### config.mk
export PLATFORM = sky130hd
export DESIGN_NAME = priority_task_dispatcher_flat
export DESIGN_NICKNAME = d
export VERILOG_FILES = /design/src/design/ptd_pkg.sv /design/src/design/ptd_if.sv /design/src/design/ptd_slot_mem.sv /design/src/design/ptd_sched.sv /design/src/design/priority_task_dispatcher.sv /design/src/flat_wrapper.sv
export SDC_FILE = /design/constraint.sdc
export NUM_CORES = 2
export LEC_CHECK = 0
export BUFFER_PORTS_ARGS = -buffer_cell sky130_fd_sc_hd__buf_4
export CORE_MARGIN = 4
export CORE_UTILIZATION = 66
export DETAILED_ROUTE_END_ITERATION = 6
export PLACE_DENSITY_LB_ADDON = 0.12
export SKIP_CTS_REPAIR_TIMING = 1
export SYNTH_ARGS = -nofsm -noshare
export SYNTH_HDL_FRONTEND = slang
export SYNTH_SLANG_ARGS = --single-unit
### constraint.sdc
create_clock -name clk -period 16 [get_ports clk]
set_clock_uncertainty 0.15 [all_clocks]
set_input_delay 3.2 -clock clk [delete_from_list [all_inputs] [get_ports clk]]
set_output_delay 3.2 -clock clk [all_outputs]
set_load 0.1 [all_outputs]
### src/design/ptd_pkg.sv
// ----------------------------------------------------------------------------
// ptd_pkg
// types and constants of the priority task dispatcher
// ----------------------------------------------------------------------------
`timescale 1ns / 1ps
`default_nettype none

package ptd_pkg;

	localparam int NAME_W  = 64;
	localparam int PRIO_W  = 8;
	localparam int BURST_W = 16;
	localparam int TIME_W  = 32;
	localparam int STAT_W  = 2;

	typedef enum logic {
		OP_ADD      = 1'b0,
		OP_DISPATCH = 1'b1
	} op_t;

	typedef enum logic [STAT_W-1:0] {
		ST_ADDED      = 2'd0,
		ST_DISPATCHED = 2'd1,
		ST_EMPTY      = 2'd2,
		ST_FULL       = 2'd3
	} status_t;

	typedef enum logic [2:0] {
		S_IDLE,
		S_ADD_SCAN,
		S_DISP_SCAN,
		S_DISP_DRAIN,
		S_FINISH
	} state_t;

	typedef struct packed {
		op_t                 operation;
		logic [NAME_W-1:0]   task_name;
		logic [PRIO_W-1:0]   task_priority;
		logic [BURST_W-1:0]  task_burst;
	} req_t;

	typedef struct packed {
		status_t             status;
		logic [NAME_W-1:0]   chosen_name;
		logic [PRIO_W-1:0]   chosen_priority;
		logic [BURST_W-1:0]  chosen_burst;
		logic [TIME_W-1:0]   finish_time;
	} rsp_t;

endpackage

`default_nettype wire

### src/design/ptd_if.sv
// ----------------------------------------------------------------------------
// ptd_if
// request and result channels of the priority task dispatcher
// ----------------------------------------------------------------------------
`timescale 1ns / 1ps
`default_nettype none

interface ptd_req_if;
	logic                          valid;
	logic                          ready;
	logic                          operation;
	logic [ptd_pkg::NAME_W-1:0]    task_name;
	logic [ptd_pkg::PRIO_W-1:0]    task_priority;
	logic [ptd_pkg::BURST_W-1:0]   task_burst;

	modport source (output valid, operation, task_name, task_priority, task_burst,
		input ready);
	modport sink (input valid, operation, task_name, task_priority, task_burst,
		output ready);
endinterface

interface ptd_rsp_if;
	logic                          valid;
	logic                          ready;
	logic [ptd_pkg::STAT_W-1:0]    status;
	logic [ptd_pkg::NAME_W-1:0]    chosen_name;
	logic [ptd_pkg::PRIO_W-1:0]    chosen_priority;
	logic [ptd_pkg::BURST_W-1:0]   chosen_burst;
	logic [ptd_pkg::TIME_W-1:0]    finish_time;

	modport source (output valid, status, chosen_name, chosen_priority, chosen_burst,
		finish_time, input ready);
	modport sink (input valid, status, chosen_name, chosen_priority, chosen_burst,
		finish_time, output ready);
endinterface

`default_nettype wire

### src/design/ptd_slot_mem.sv
// ----------------------------------------------------------------------------
// ptd_slot_mem
// task slot storage, one write and one registered read port
// ----------------------------------------------------------------------------
`timescale 1ns / 1ps
`default_nettype none

module ptd_slot_mem #(
	parameter int DEPTH = 16,
	parameter int WIDTH = 88
) (
	input  wire logic                     clk,
	input  wire logic                     we,
	input  wire logic [$clog2(DEPTH)-1:0] waddr,
	input  wire logic [WIDTH-1:0]         wdata,
	input  wire logic                     re,
	input  wire logic [$clog2(DEPTH)-1:0] raddr,
	output      logic [WIDTH-1:0]         rdata
);

	logic [WIDTH-1:0] mem_q [DEPTH];

	always_ff @(posedge clk) begin
		if (we) begin
			mem_q[waddr] <= wdata;
		end
	end

	always_ff @(posedge clk) begin
		if (re) begin
			rdata <= mem_q[raddr];
		end
	end

endmodule

`default_nettype wire

### src/design/ptd_sched.sv
// ----------------------------------------------------------------------------
// ptd_sched
// slot scan sequencer: free slot search, best task search, commit
// ----------------------------------------------------------------------------
`timescale 1ns / 1ps
`default_nettype none

module ptd_sched #(
	parameter int TASK_SLOTS = 16,
	parameter int NAME_BYTES = 8
) (
	input  wire logic          clk,
	input  wire logic          arst_n,
	input  wire logic          req_valid,
	output      logic          req_ready,
	input  wire ptd_pkg::req_t req,
	input  wire logic          res_free,
	output      logic          res_done,
	output      ptd_pkg::rsp_t res
);

	localparam int IDX_W   = $clog2(TASK_SLOTS);
	localparam int NB_W    = NAME_BYTES * 8;
	localparam int ENTRY_W = NB_W + ptd_pkg::PRIO_W + ptd_pkg::BURST_W;
	localparam logic [IDX_W-1:0] LAST_IDX = IDX_W'(TASK_SLOTS - 1);

	ptd_pkg::state_t state_q, state_d;

	ptd_pkg::op_t                   op_q;
	logic [NB_W-1:0]                name_q;
	logic [ptd_pkg::PRIO_W-1:0]     prio_q;
	logic [ptd_pkg::BURST_W-1:0]    burst_q;
	logic [IDX_W-1:0]               idx_q;
	logic [TASK_SLOTS-1:0]          valid_q;
	logic [ptd_pkg::TIME_W-1:0]     elapsed_q;
	logic                           found_q;

	logic [NB_W-1:0]                best_name_q;
	logic [ptd_pkg::PRIO_W-1:0]     best_prio_q;
	logic [ptd_pkg::BURST_W-1:0]    best_burst_q;
	logic [IDX_W-1:0]               best_idx_q;

	logic                           cmp_vld_s1;
	logic [IDX_W-1:0]               cmp_idx_s1;
	logic                           cmp_slot_vld_s1;

	logic                           mem_we;
	logic                           mem_re;
	logic [ENTRY_W-1:0]             mem_rdata;
	logic [NB_W-1:0]                rd_name;
	logic [ptd_pkg::PRIO_W-1:0]     rd_prio;
	logic [ptd_pkg::BURST_W-1:0]    rd_burst;

	logic                           accept;
	logic                           slot_free;
	logic                           take;
	logic                           commit_disp;
	logic [ptd_pkg::TIME_W-1:0]     finish_time;

	ptd_slot_mem #(
		.DEPTH (TASK_SLOTS),
		.WIDTH (ENTRY_W)
	) u_mem (
		.clk   (clk),
		.we    (mem_we),
		.waddr (idx_q),
		.wdata ({name_q, prio_q, burst_q}),
		.re    (mem_re),
		.raddr (idx_q),
		.rdata (mem_rdata)
	);

	assign rd_name  = mem_rdata[ENTRY_W-1 -: NB_W];
	assign rd_prio  = mem_rdata[ptd_pkg::BURST_W +: ptd_pkg::PRIO_W];
	assign rd_burst = mem_rdata[ptd_pkg::BURST_W-1:0];

	assign accept    = req_valid && req_ready;
	assign slot_free = !valid_q[idx_q];

	// strictly better only, so the lowest index wins a full tie
	assign take = cmp_vld_s1 && cmp_slot_vld_s1 &&
		(!found_q || (rd_prio > best_prio_q) ||
		((rd_prio == best_prio_q) && (rd_name < best_name_q)));

	assign finish_time = elapsed_q + ptd_pkg::TIME_W'(best_burst_q);
	assign commit_disp = res_done && (op_q == ptd_pkg::OP_DISPATCH) && found_q;

	// next state
	always_comb begin
		state_d = state_q;
		case (state_q)
			ptd_pkg::S_IDLE: begin
				if (req_valid) begin
					state_d = (req.operation == ptd_pkg::OP_ADD) ?
						ptd_pkg::S_ADD_SCAN : ptd_pkg::S_DISP_SCAN;
				end
			end
			ptd_pkg::S_ADD_SCAN: begin
				if (slot_free || (idx_q == LAST_IDX)) begin
					state_d = ptd_pkg::S_FINISH;
				end
			end
			ptd_pkg::S_DISP_SCAN: begin
				if (idx_q == LAST_IDX) begin
					state_d = ptd_pkg::S_DISP_DRAIN;
				end
			end
			ptd_pkg::S_DISP_DRAIN: begin
				state_d = ptd_pkg::S_FINISH;
			end
			ptd_pkg::S_FINISH: begin
				if (res_free) begin
					state_d = ptd_pkg::S_IDLE;
				end
			end
			default: begin
				state_d = ptd_pkg::S_IDLE;
			end
		endcase
	end

	// outputs
	always_comb begin
		req_ready = (state_q == ptd_pkg::S_IDLE);
		mem_we    = (state_q == ptd_pkg::S_ADD_SCAN) && slot_free;
		mem_re    = (state_q == ptd_pkg::S_DISP_SCAN);
		res_done  = (state_q == ptd_pkg::S_FINISH) && res_free;
		res       = '0;
		if (op_q == ptd_pkg::OP_ADD) begin
			res.status = found_q ? ptd_pkg::ST_ADDED : ptd_pkg::ST_FULL;
		end else if (found_q) begin
			res.status          = ptd_pkg::ST_DISPATCHED;
			res.chosen_name     = ptd_pkg::NAME_W'(best_name_q) << (ptd_pkg::NAME_W - NB_W);
			res.chosen_priority = best_prio_q;
			res.chosen_burst    = best_burst_q;
			res.finish_time     = finish_time;
		end else begin
			res.status = ptd_pkg::ST_EMPTY;
		end
	end

	always_ff @(posedge clk or negedge arst_n) begin
		if (!arst_n) begin
			state_q    <= ptd_pkg::S_IDLE;
			valid_q    <= '0;
			elapsed_q  <= '0;
			found_q    <= 1'b0;
			cmp_vld_s1 <= 1'b0;
		end else begin
			state_q    <= state_d;
			cmp_vld_s1 <= (state_q == ptd_pkg::S_DISP_SCAN);
			if (accept) begin
				found_q <= 1'b0;
			end else if (mem_we) begin
				found_q        <= 1'b1;
				valid_q[idx_q] <= 1'b1;
			end else if (take) begin
				found_q <= 1'b1;
			end
			if (commit_disp) begin
				valid_q[best_idx_q] <= 1'b0;
				elapsed_q           <= finish_time;
			end
		end
	end

	always_ff @(posedge clk) begin
		if (accept) begin
			op_q    <= req.operation;
			name_q  <= req.task_name[ptd_pkg::NAME_W-1 -: NB_W];
			prio_q  <= req.task_priority;
			burst_q <= req.task_burst;
			idx_q   <= '0;
		end else if ((state_q == ptd_pkg::S_ADD_SCAN) ||
			(state_q == ptd_pkg::S_DISP_SCAN)) begin
			idx_q <= idx_q + 1'b1;
		end
		cmp_idx_s1      <= idx_q;
		cmp_slot_vld_s1 <= valid_q[idx_q];
		if (take) begin
			best_name_q  <= rd_name;
			best_prio_q  <= rd_prio;
			best_burst_q <= rd_burst;
			best_idx_q   <= cmp_idx_s1;
		end
	end

endmodule

`default_nettype wire

### src/design/priority_task_dispatcher.sv
// add: the scan stops at the first free slot, or at the last slot of a full table;
//   a dispatch scans every slot and then passes the drain state
// flow: one request in flight; the next is taken once the result is registered,
//   and a dispatch scans one slot per cycle through the single read port
//   of the slot memory
// reset: clears slot valid bits, elapsed time and control at once, no clearing pass
// ----------------------------------------------------------------------------
// priority_task_dispatcher
// non-preemptive priority scheduler over a table of pending tasks
// ----------------------------------------------------------------------------
`timescale 1ns / 1ps
`default_nettype none

module priority_task_dispatcher #(
	parameter int TASK_SLOTS = 16,
	parameter int NAME_BYTES = 8
) (
	input wire logic clk,
	input wire logic arst_n,
	ptd_req_if.sink  req,
	ptd_rsp_if.source rsp
);

	// request payload gathered into one struct for the sequencer
	ptd_pkg::req_t req_pl;
	ptd_pkg::rsp_t res;
	logic          res_done;
	logic          res_free;

	// result register, parts the sequencer from the result channel
	logic          rsp_valid_q;
	ptd_pkg::rsp_t rsp_q;

	assign req_pl.operation     = ptd_pkg::op_t'(req.operation);
	assign req_pl.task_name     = req.task_name;
	assign req_pl.task_priority = req.task_priority;
	assign req_pl.task_burst    = req.task_burst;

	// the register may be reloaded in the same cycle it is drained
	assign res_free = !rsp_valid_q || rsp.ready;

	ptd_sched #(
		.TASK_SLOTS (TASK_SLOTS),
		.NAME_BYTES (NAME_BYTES)
	) u_sched (
		.clk       (clk),
		.arst_n    (arst_n),
		.req_valid (req.valid),
		.req_ready (req.ready),
		.req       (req_pl),
		.res_free  (res_free),
		.res_done  (res_done),
		.res       (res)
	);

	always_ff @(posedge clk or negedge arst_n) begin
		if (!arst_n) begin
			rsp_valid_q <= 1'b0;
		end else if (res_done) begin
			rsp_valid_q <= 1'b1;
		end else if (rsp.ready) begin
			rsp_valid_q <= 1'b0;
		end
	end

	// payload needs no reset, it is qualified by the valid flag
	always_ff @(posedge clk) begin
		if (res_done) begin
			rsp_q <= res;
		end
	end

	assign rsp.valid           = rsp_valid_q;
	assign rsp.status          = rsp_q.status;
	assign rsp.chosen_name     = rsp_q.chosen_name;
	assign rsp.chosen_priority = rsp_q.chosen_priority;
	assign rsp.chosen_burst    = rsp_q.chosen_burst;
	assign rsp.finish_time     = rsp_q.finish_time;

endmodule

`default_nettype wire

### src/flat_wrapper.sv
// flat-port wrapper written by rule: the top's interface ports become plain ports
module priority_task_dispatcher_flat 
#(
	parameter int TASK_SLOTS = 16,
	parameter int NAME_BYTES = 8
)
  (clk, arst_n, req_valid, req_operation, req_task_name, req_task_priority, req_task_burst, req_ready, rsp_valid, rsp_status, rsp_chosen_name, rsp_chosen_priority, rsp_chosen_burst, rsp_finish_time, rsp_ready);
  ptd_req_if req_i ();
  ptd_rsp_if rsp_i ();
  input wire logic clk;
  input wire logic arst_n;
  input wire logic [$bits(req_i.valid)-1:0] req_valid;
  input wire logic [$bits(req_i.operation)-1:0] req_operation;
  input wire logic [$bits(req_i.task_name)-1:0] req_task_name;
  input wire logic [$bits(req_i.task_priority)-1:0] req_task_priority;
  input wire logic [$bits(req_i.task_burst)-1:0] req_task_burst;
  output wire logic [$bits(req_i.ready)-1:0] req_ready;
  output wire logic [$bits(rsp_i.valid)-1:0] rsp_valid;
  output wire logic [$bits(rsp_i.status)-1:0] rsp_status;
  output wire logic [$bits(rsp_i.chosen_name)-1:0] rsp_chosen_name;
  output wire logic [$bits(rsp_i.chosen_priority)-1:0] rsp_chosen_priority;
  output wire logic [$bits(rsp_i.chosen_burst)-1:0] rsp_chosen_burst;
  output wire logic [$bits(rsp_i.finish_time)-1:0] rsp_finish_time;
  input wire logic [$bits(rsp_i.ready)-1:0] rsp_ready;
  assign req_i.valid = req_valid;
  assign req_i.operation = req_operation;
  assign req_i.task_name = req_task_name;
  assign req_i.task_priority = req_task_priority;
  assign req_i.task_burst = req_task_burst;
  assign req_ready = req_i.ready;
  assign rsp_valid = rsp_i.valid;
  assign rsp_status = rsp_i.status;
  assign rsp_chosen_name = rsp_i.chosen_name;
  assign rsp_chosen_priority = rsp_i.chosen_priority;
  assign rsp_chosen_burst = rsp_i.chosen_burst;
  assign rsp_finish_time = rsp_i.finish_time;
  assign rsp_i.ready = rsp_ready;
  priority_task_dispatcher #(.TASK_SLOTS(TASK_SLOTS), .NAME_BYTES(NAME_BYTES)) u_core (.clk(clk), .arst_n(arst_n), .req(req_i), .rsp(rsp_i));
endmodule
---- Word-level counts from Yosys, hierarchy flattened ----
Memories as Yosys holds them, arrays and structs flattened. A register that Yosys moved wholly into a read port is not among the register bits.
Index checks and enable logic that the tools add are counted.
word-level totals
  word-level logic and storage cells ...... 92
  bits in writable memories ............... 1408
  bits in registers ....................... 366
  memories kept ........................... 1
  input port bits ......................... 93
  output and inout bits ................... 124
operators by class
  bitwise logic cells ..................... 3
  add/subtract/negate cells ............... 2
  magnitude comparators ................... 6
  equal/unequal tests ..................... 10
  multiplexer cells ....................... 25
  reductions and logical operators ........ 23
memories
  name                        depth  width  rd ports  clocked after Yosys merged registers in  write ports  line                source
  u_core.u_sched.u_mem.mem_q  16     88     1         1                                        1            ptd_slot_mem.sv:21  logic [WIDTH-1:0] mem_q [DEPTH];
operator list
  operator                                                                             number
  64-bit < comparator                                                                  1
  16-bit 2-to-1 mux                                                                    3
  32-bit by 16-bit adder with 32-bit output                                            1
  16-bit AND                                                                           1
  16-bit NOT                                                                           1
  16-bit bitwise OR                                                                    1
  3-bit case mux with 5 select lines                                                   1
  3-bit 2-to-1 mux                                                                     4
  1-bit logical AND                                                                    10
  4-bit by 5-bit < comparator with 1-bit output, second input constant                 2
  1-bit 2-to-1 mux                                                                     10
  1-bit demux with 4-bit select                                                        2
  8-bit == test                                                                        1
  4-bit by 1-bit greater-or-equal comparator with 1-bit output, second input constant  2
  8-bit greater-than comparator                                                        1
  2-bit 2-to-1 mux                                                                     4
  3-bit by 2-bit == test with 1-bit output, second input constant                      2
  2-bit != test, second input constant                                                 3
  1-bit logical OR                                                                     5
  4-bit by 1-bit adder with 4-bit output, second input constant                        1
  1-bit binary-select mux with 4-bit select                                            1
  4-bit == test, second input constant                                                 1
  4-bit AND reduction                                                                  1
  3-bit by 1-bit == test with 1-bit output, second input constant                      1
  7 further kinds                                                                      9

---- Longest topological paths before layout ----
  depth after elaboration ................. 9
  gate-level depth with buffers ........... 11
  gate-level depth less buffers ........... 10

---- Hierarchy ----
A second synthesis with hierarchy kept.
unflattened totals
  cell total of the unflattened synthesis .. 3416
  area total of the unflattened synthesis .. 70831.7 sq um
by module, submodules not included
  module                    area each (sq um)  times used  cells an instance  seq. area each (sq um)
  ptd_slot_mem              55241.7            1           2256               44923.1
  ptd_sched                 11878.9            1           1035               6941.7
  priority_task_dispatcher  3711.1             1           125                3688.5

---- Worst setup path before layout ----
Ideal clock, no wire load.
  kind .................................... input-to-reg
  start point ............................. in rsp_ready
  end point ............................... reg u_core.u_sched.elapsed_q[24] in the netlist's numbering
  required time ........................... 15726 ps
  library setup time ...................... 124 ps
  arrival time ............................ 10125 ps
  setup slack ............................. 5601 ps
  stages .................................. 5
  path buffers ............................ 0
  cells stage by stage .................... nor2b_1 > nor2_1 > nand3_1 > or3_1 > xnor2_1
on the way
  word-level cells in the longest chain between the ends .. 4
RTL lines
  what                            line                            source
  from (decl)                     flat_wrapper.sv:24              input wire logic [$bits(rsp_i.ready)-1:0] rsp_ready;
  1-bit logical OR                priority_task_dispatcher.sv:40  assign res_free = !rsp_valid_q || rsp.ready;
  1-bit logical AND               ptd_sched.sv:127                res_done = (state_q == ptd_pkg::S_FINISH) && res_free;
  net u_core.res_done             priority_task_dispatcher.sv:27  logic res_done;
  1-bit logical AND (2 in a row)  ptd_sched.sv:86                 assign commit_disp = res_done && (op_q == ptd_pkg::OP_DISPATCH) && found_q;
  to (signal assigned)            ptd_sched.sv:162                elapsed_q <= finish_time;
  to (decl)                       ptd_sched.sv:35                 logic [ptd_pkg::TIME_W-1:0] elapsed_q;
The timed path passes the listed nets, and every way through them passes these cells.
A chain may end at the register's enable or synchronous reset.

---- Worst setup path after layout ----
  start point ............................. reg u_core.u_sched.idx_q[1]
  end point ............................... mem u_core.u_sched.u_mem.mem_q[6][12], enable pin
on the way
  word-level cells in the longest chain between the ends .. 6
RTL lines
  what                                       line                source
  from (decl)                                ptd_sched.sv:33     logic [IDX_W-1:0] idx_q;
  from (signal assigned)                     ptd_sched.sv:176    idx_q <= idx_q + 1'b1;
  1-bit binary-select mux with 4-bit select  ptd_sched.sv:78     assign slot_free = !valid_q[idx_q];
  1-bit 2-to-1 mux (not written as such)     ptd_sched.sv:78
  1-bit zero test                            ptd_sched.sv:78
  1-bit logical AND                          ptd_sched.sv:125    mem_we = (state_q == ptd_pkg::S_ADD_SCAN) && slot_free;
  1-bit 2-to-1 mux                           ptd_slot_mem.sv:24  if (we) begin
  1-bit 2-to-1 mux (not written as such)     ptd_slot_mem.sv:25  mem_q[waddr] <= wdata;
  to (decl)                                  ptd_slot_mem.sv:21
Several ways; a longest one is shown, not always the timed one. The select of a mux whose other input is x is not followed.

==> impl_results.md <==
- Status: finished clean
- Syn-to-layout area delta: 12.8%
- Period utilization: 0.385
- Cts bufs inserted: 177
- Core Util, Final: 0.753
- DIE HEIGHT: approximately 340 um
- Critical Path Source Type: register
- Max Slew Vio Count: 0
- Initial Utilization: 0.668
- Count leader, synth: edfxtp_1
- Yosys Warn Count: 0
- Required time of the critical path: 16.24 ns
- Place WS: 9.80 ns
- Post-synthesis cell type count: 58
- GRT overflow: 0
- Setup CP Type: register to register
- Setup tns final: 0 ns
- # clock sinks: approximately 1,900
- Met3 Use GR: 0.0427
- Clock slew at reported path FFs: 0.06 ns
- CP endpoint kind: register
- Met2 Use GR: 0.470
- Die X: between 300 and 400 um
- Critical Path Fanout Max: 76
- Worst slew pin tran: roughly 1.2 ns
- Fill count: about 5,600
- # rows: 119
- Hpwl dp: 80,600 um
- Core footprint: 106,000 um^2
- Seq/Total Area, Yosys: 0.787
- Main synth FF type: edfxtp_1
- Non-filler cells, final: roughly 5,000
- Synth cell count leaders: edfxtp_1, mux4_2, nor2_1
- GRT Total Usage: 0.285
- Pwr Total: about 14 mW
- Fin crit period: roughly 6.2 ns
- GPL Wtd Cong: 0.860
- Design area: around 80,000 um^2
- Min-delay worst type: register to register
- Met1 Resource Use GR: 0.413
- Worst-Skew Late Latency: a little under 0.8 ns
- NumNets Final: about 3,700
- Layout cells sized above 1: 0.277
- Remaining DRCs: 0
- WL per Instance: 31.1 um
- Setup-failing EPs final: 0
- IO Count: between 200 and 250
- CTS tree: built
- Fin Hold WS: approximately 0.27 ns
- Peak VDD IR: roughly 0.14 mV
- Yosys top cell area share: 0.765
- First-pass GRT wire length: 232,000 um
- Unrepaired setup endpoints after global routing: no
- Max-Cap Viols: 0
- IO buf count: roughly 220
- Die ar.: between 100,000 and 150,000 um^2
- Routed vias: around 33,000
- Achievable Freq: ~160 MHz
- Number of synthesized flops with an enable pin: between 1,500 and 2,000
- Slew Limit Headroom: 0.203
- Vias per cell: ~6.7
- Vias in the first global route: roughly 35,000
- #FFs+latches synth: approximately 1,900
- Final hold vios: 0
- CTS max path bufs: 3
- Synthesized instance count: 3,152
- Depth of the CTS H-tree: 4
- Post-synth ARST share: 0.0290
- Arr. time, crit path: around 6.4 ns
- CTS Root Cell: clkbuf_16
- Antenna Nets Post-Route: 0
- Mean post-synth cell area: approximately 22 um^2
- Cell area after synthesis: 70,600 um^2
- Final Worst Setup Slack: a little under 10 ns
- DRT Pass-1 Iters: 5
- Placed Area: 74,100 um^2
- Cell Pwr Density: ~170 nW/um^2
- Post-Place Cells: 4,688
- Initial antenna violation count: 4
- Syn nets: about 3,300
- Largest net degree at the start of global routing: about 170
- Pleak: roughly 26 nW
- Initial drt markers: approximately 4,000
- Final WL: roughly 160,000 um
- Area leader, netlist: edfxtp_1
- Global route hottest layer: met2
- Dominant cells by area after synthesis: edfxtp_1, mux4_2, dfrtp_1
-- worst max-delay path, stage by stage, from the launching register on --
cell and delay (ns):
dfxtp_4 0.96, buf_4 0.99, mux4_2 0.43, mux4_2 0.55, nor2_4 0.17, nand2_1 0.29
nor2_4 0.68, buf_4 0.72, buf_4 0.70
-- cell usage in the layout, fill, tap and decap left out, drive strengths merged, types with 5 or more instances in the layout --
cell | Yosys | layout
a211oi | 7 | 7
a21o | 14 | 14
a21oi | 53 | 53
a31o | 5 | 5
a31oi | 6 | 6
and2 | 32 | 32
and3 | 10 | 10
buf | 42 | 275
bufinv | 0 | 11
clkbuf | 88 | 224
clkinv | 0 | 79
dfrtp | 54 | 54
dfxtp | 9 | 9
edfxtp | 1799 | 1799
ha | 94 | 94
inv | 84 | 89
mux2 | 6 | 6
mux2i | 6 | 6
mux4 | 445 | 445
nand2 | 76 | 76
nand2b | 11 | 11
nand3 | 19 | 19
nand4 | 26 | 26
nor2 | 132 | 132
nor2b | 9 | 9
nor3 | 11 | 11
o211ai | 5 | 5
o21ai | 24 | 24
o22a | 6 | 6
xnor2 | 26 | 26
xor2 | 8 | 8
-- per-layer routing --
layer,up-vias,part of all wire
li1,13699,-
met1,17584,0.38
met2,1870,0.51
met3,270,0.079
met4,0,0.025
met5,-,0
-- worst paths after layout --
kind                                                            from                                     endpoint  slack (ns)  depth (start not counted)
worst max register to register  u_core.u_sched.idx_q[1]$_SDFFE_PP0P_  u_core.u_sched.u_mem.mem_q[6][12]$_DFFE_PP_        9.85                          8
worst max-delay path            u_core.u_sched.idx_q[1]$_SDFFE_PP0P_  u_core.u_sched.u_mem.mem_q[6][12]$_DFFE_PP_        9.85                          8
max in group asynchronous                                     arst_n           u_core.u_sched.found_q$_DFFE_PN0P_       12.83                          1
worst min register to register  u_core.u_sched.cmp_idx_s1[1]$_DFF_P_       u_core.u_sched.best_idx_q[1]$_DFFE_PP_        0.27                          0
min in group asynchronous                                     arst_n     u_core.u_sched.elapsed_q[11]$_DFFE_PN0P_        2.35                          1
worst min-delay path            u_core.u_sched.cmp_idx_s1[1]$_DFF_P_       u_core.u_sched.best_idx_q[1]$_DFFE_PP_        0.27                          0
-- layout make-up --
type                       count  area (um^2)  area share
antenna                        1         2.50   0.0000314
clock buffer                 224         4790      0.0601
clock inverter                98          748     0.00940
inverter                      84          317     0.00398
multi-input combinational   1076        14400       0.180
sequential                  1862        55600       0.698
tap                         1391         1740      0.0219
timing repair buffer         275         2100      0.0264
-- sequential cells by signal, indices dropped and copies added (netlist names), 16 cells and up --
signal	count
u_core.rsp.finish_time	32
u_core.u_sched.valid_q	16
u_core.u_sched.name_q	64
u_core.u_sched.best_burst_q	16
u_core.rsp.chosen_burst	16
u_core.u_sched.elapsed_q	32
u_core.u_sched.u_mem.mem_q	1408
u_core.rsp.chosen_name	64
u_core.u_sched.burst_q	16
u_core.u_sched.u_mem.rdata	88
u_core.u_sched.best_name_q	64
-- power by group --
part           leakage [nW]  switching [mW]  internal, mW
clock network          2.72            1.72          2.29
registers              17.0           0.425          6.10
logic                  6.25            1.77          1.24
-- cell families after synthesis --
logic type,Yosys count,synth area share
AOI/OAI and AO/OA,148,0.0135
xor gates and xnor gates,34,0.00422
adders and majority gates,95,0.0169
buffers and inverters,214,0.0120
DFF,1862,0.787
muxes,457,0.144
and+or+nand+nor,342,0.0229
No activity file was read; power rests on OpenSTA's default activity.
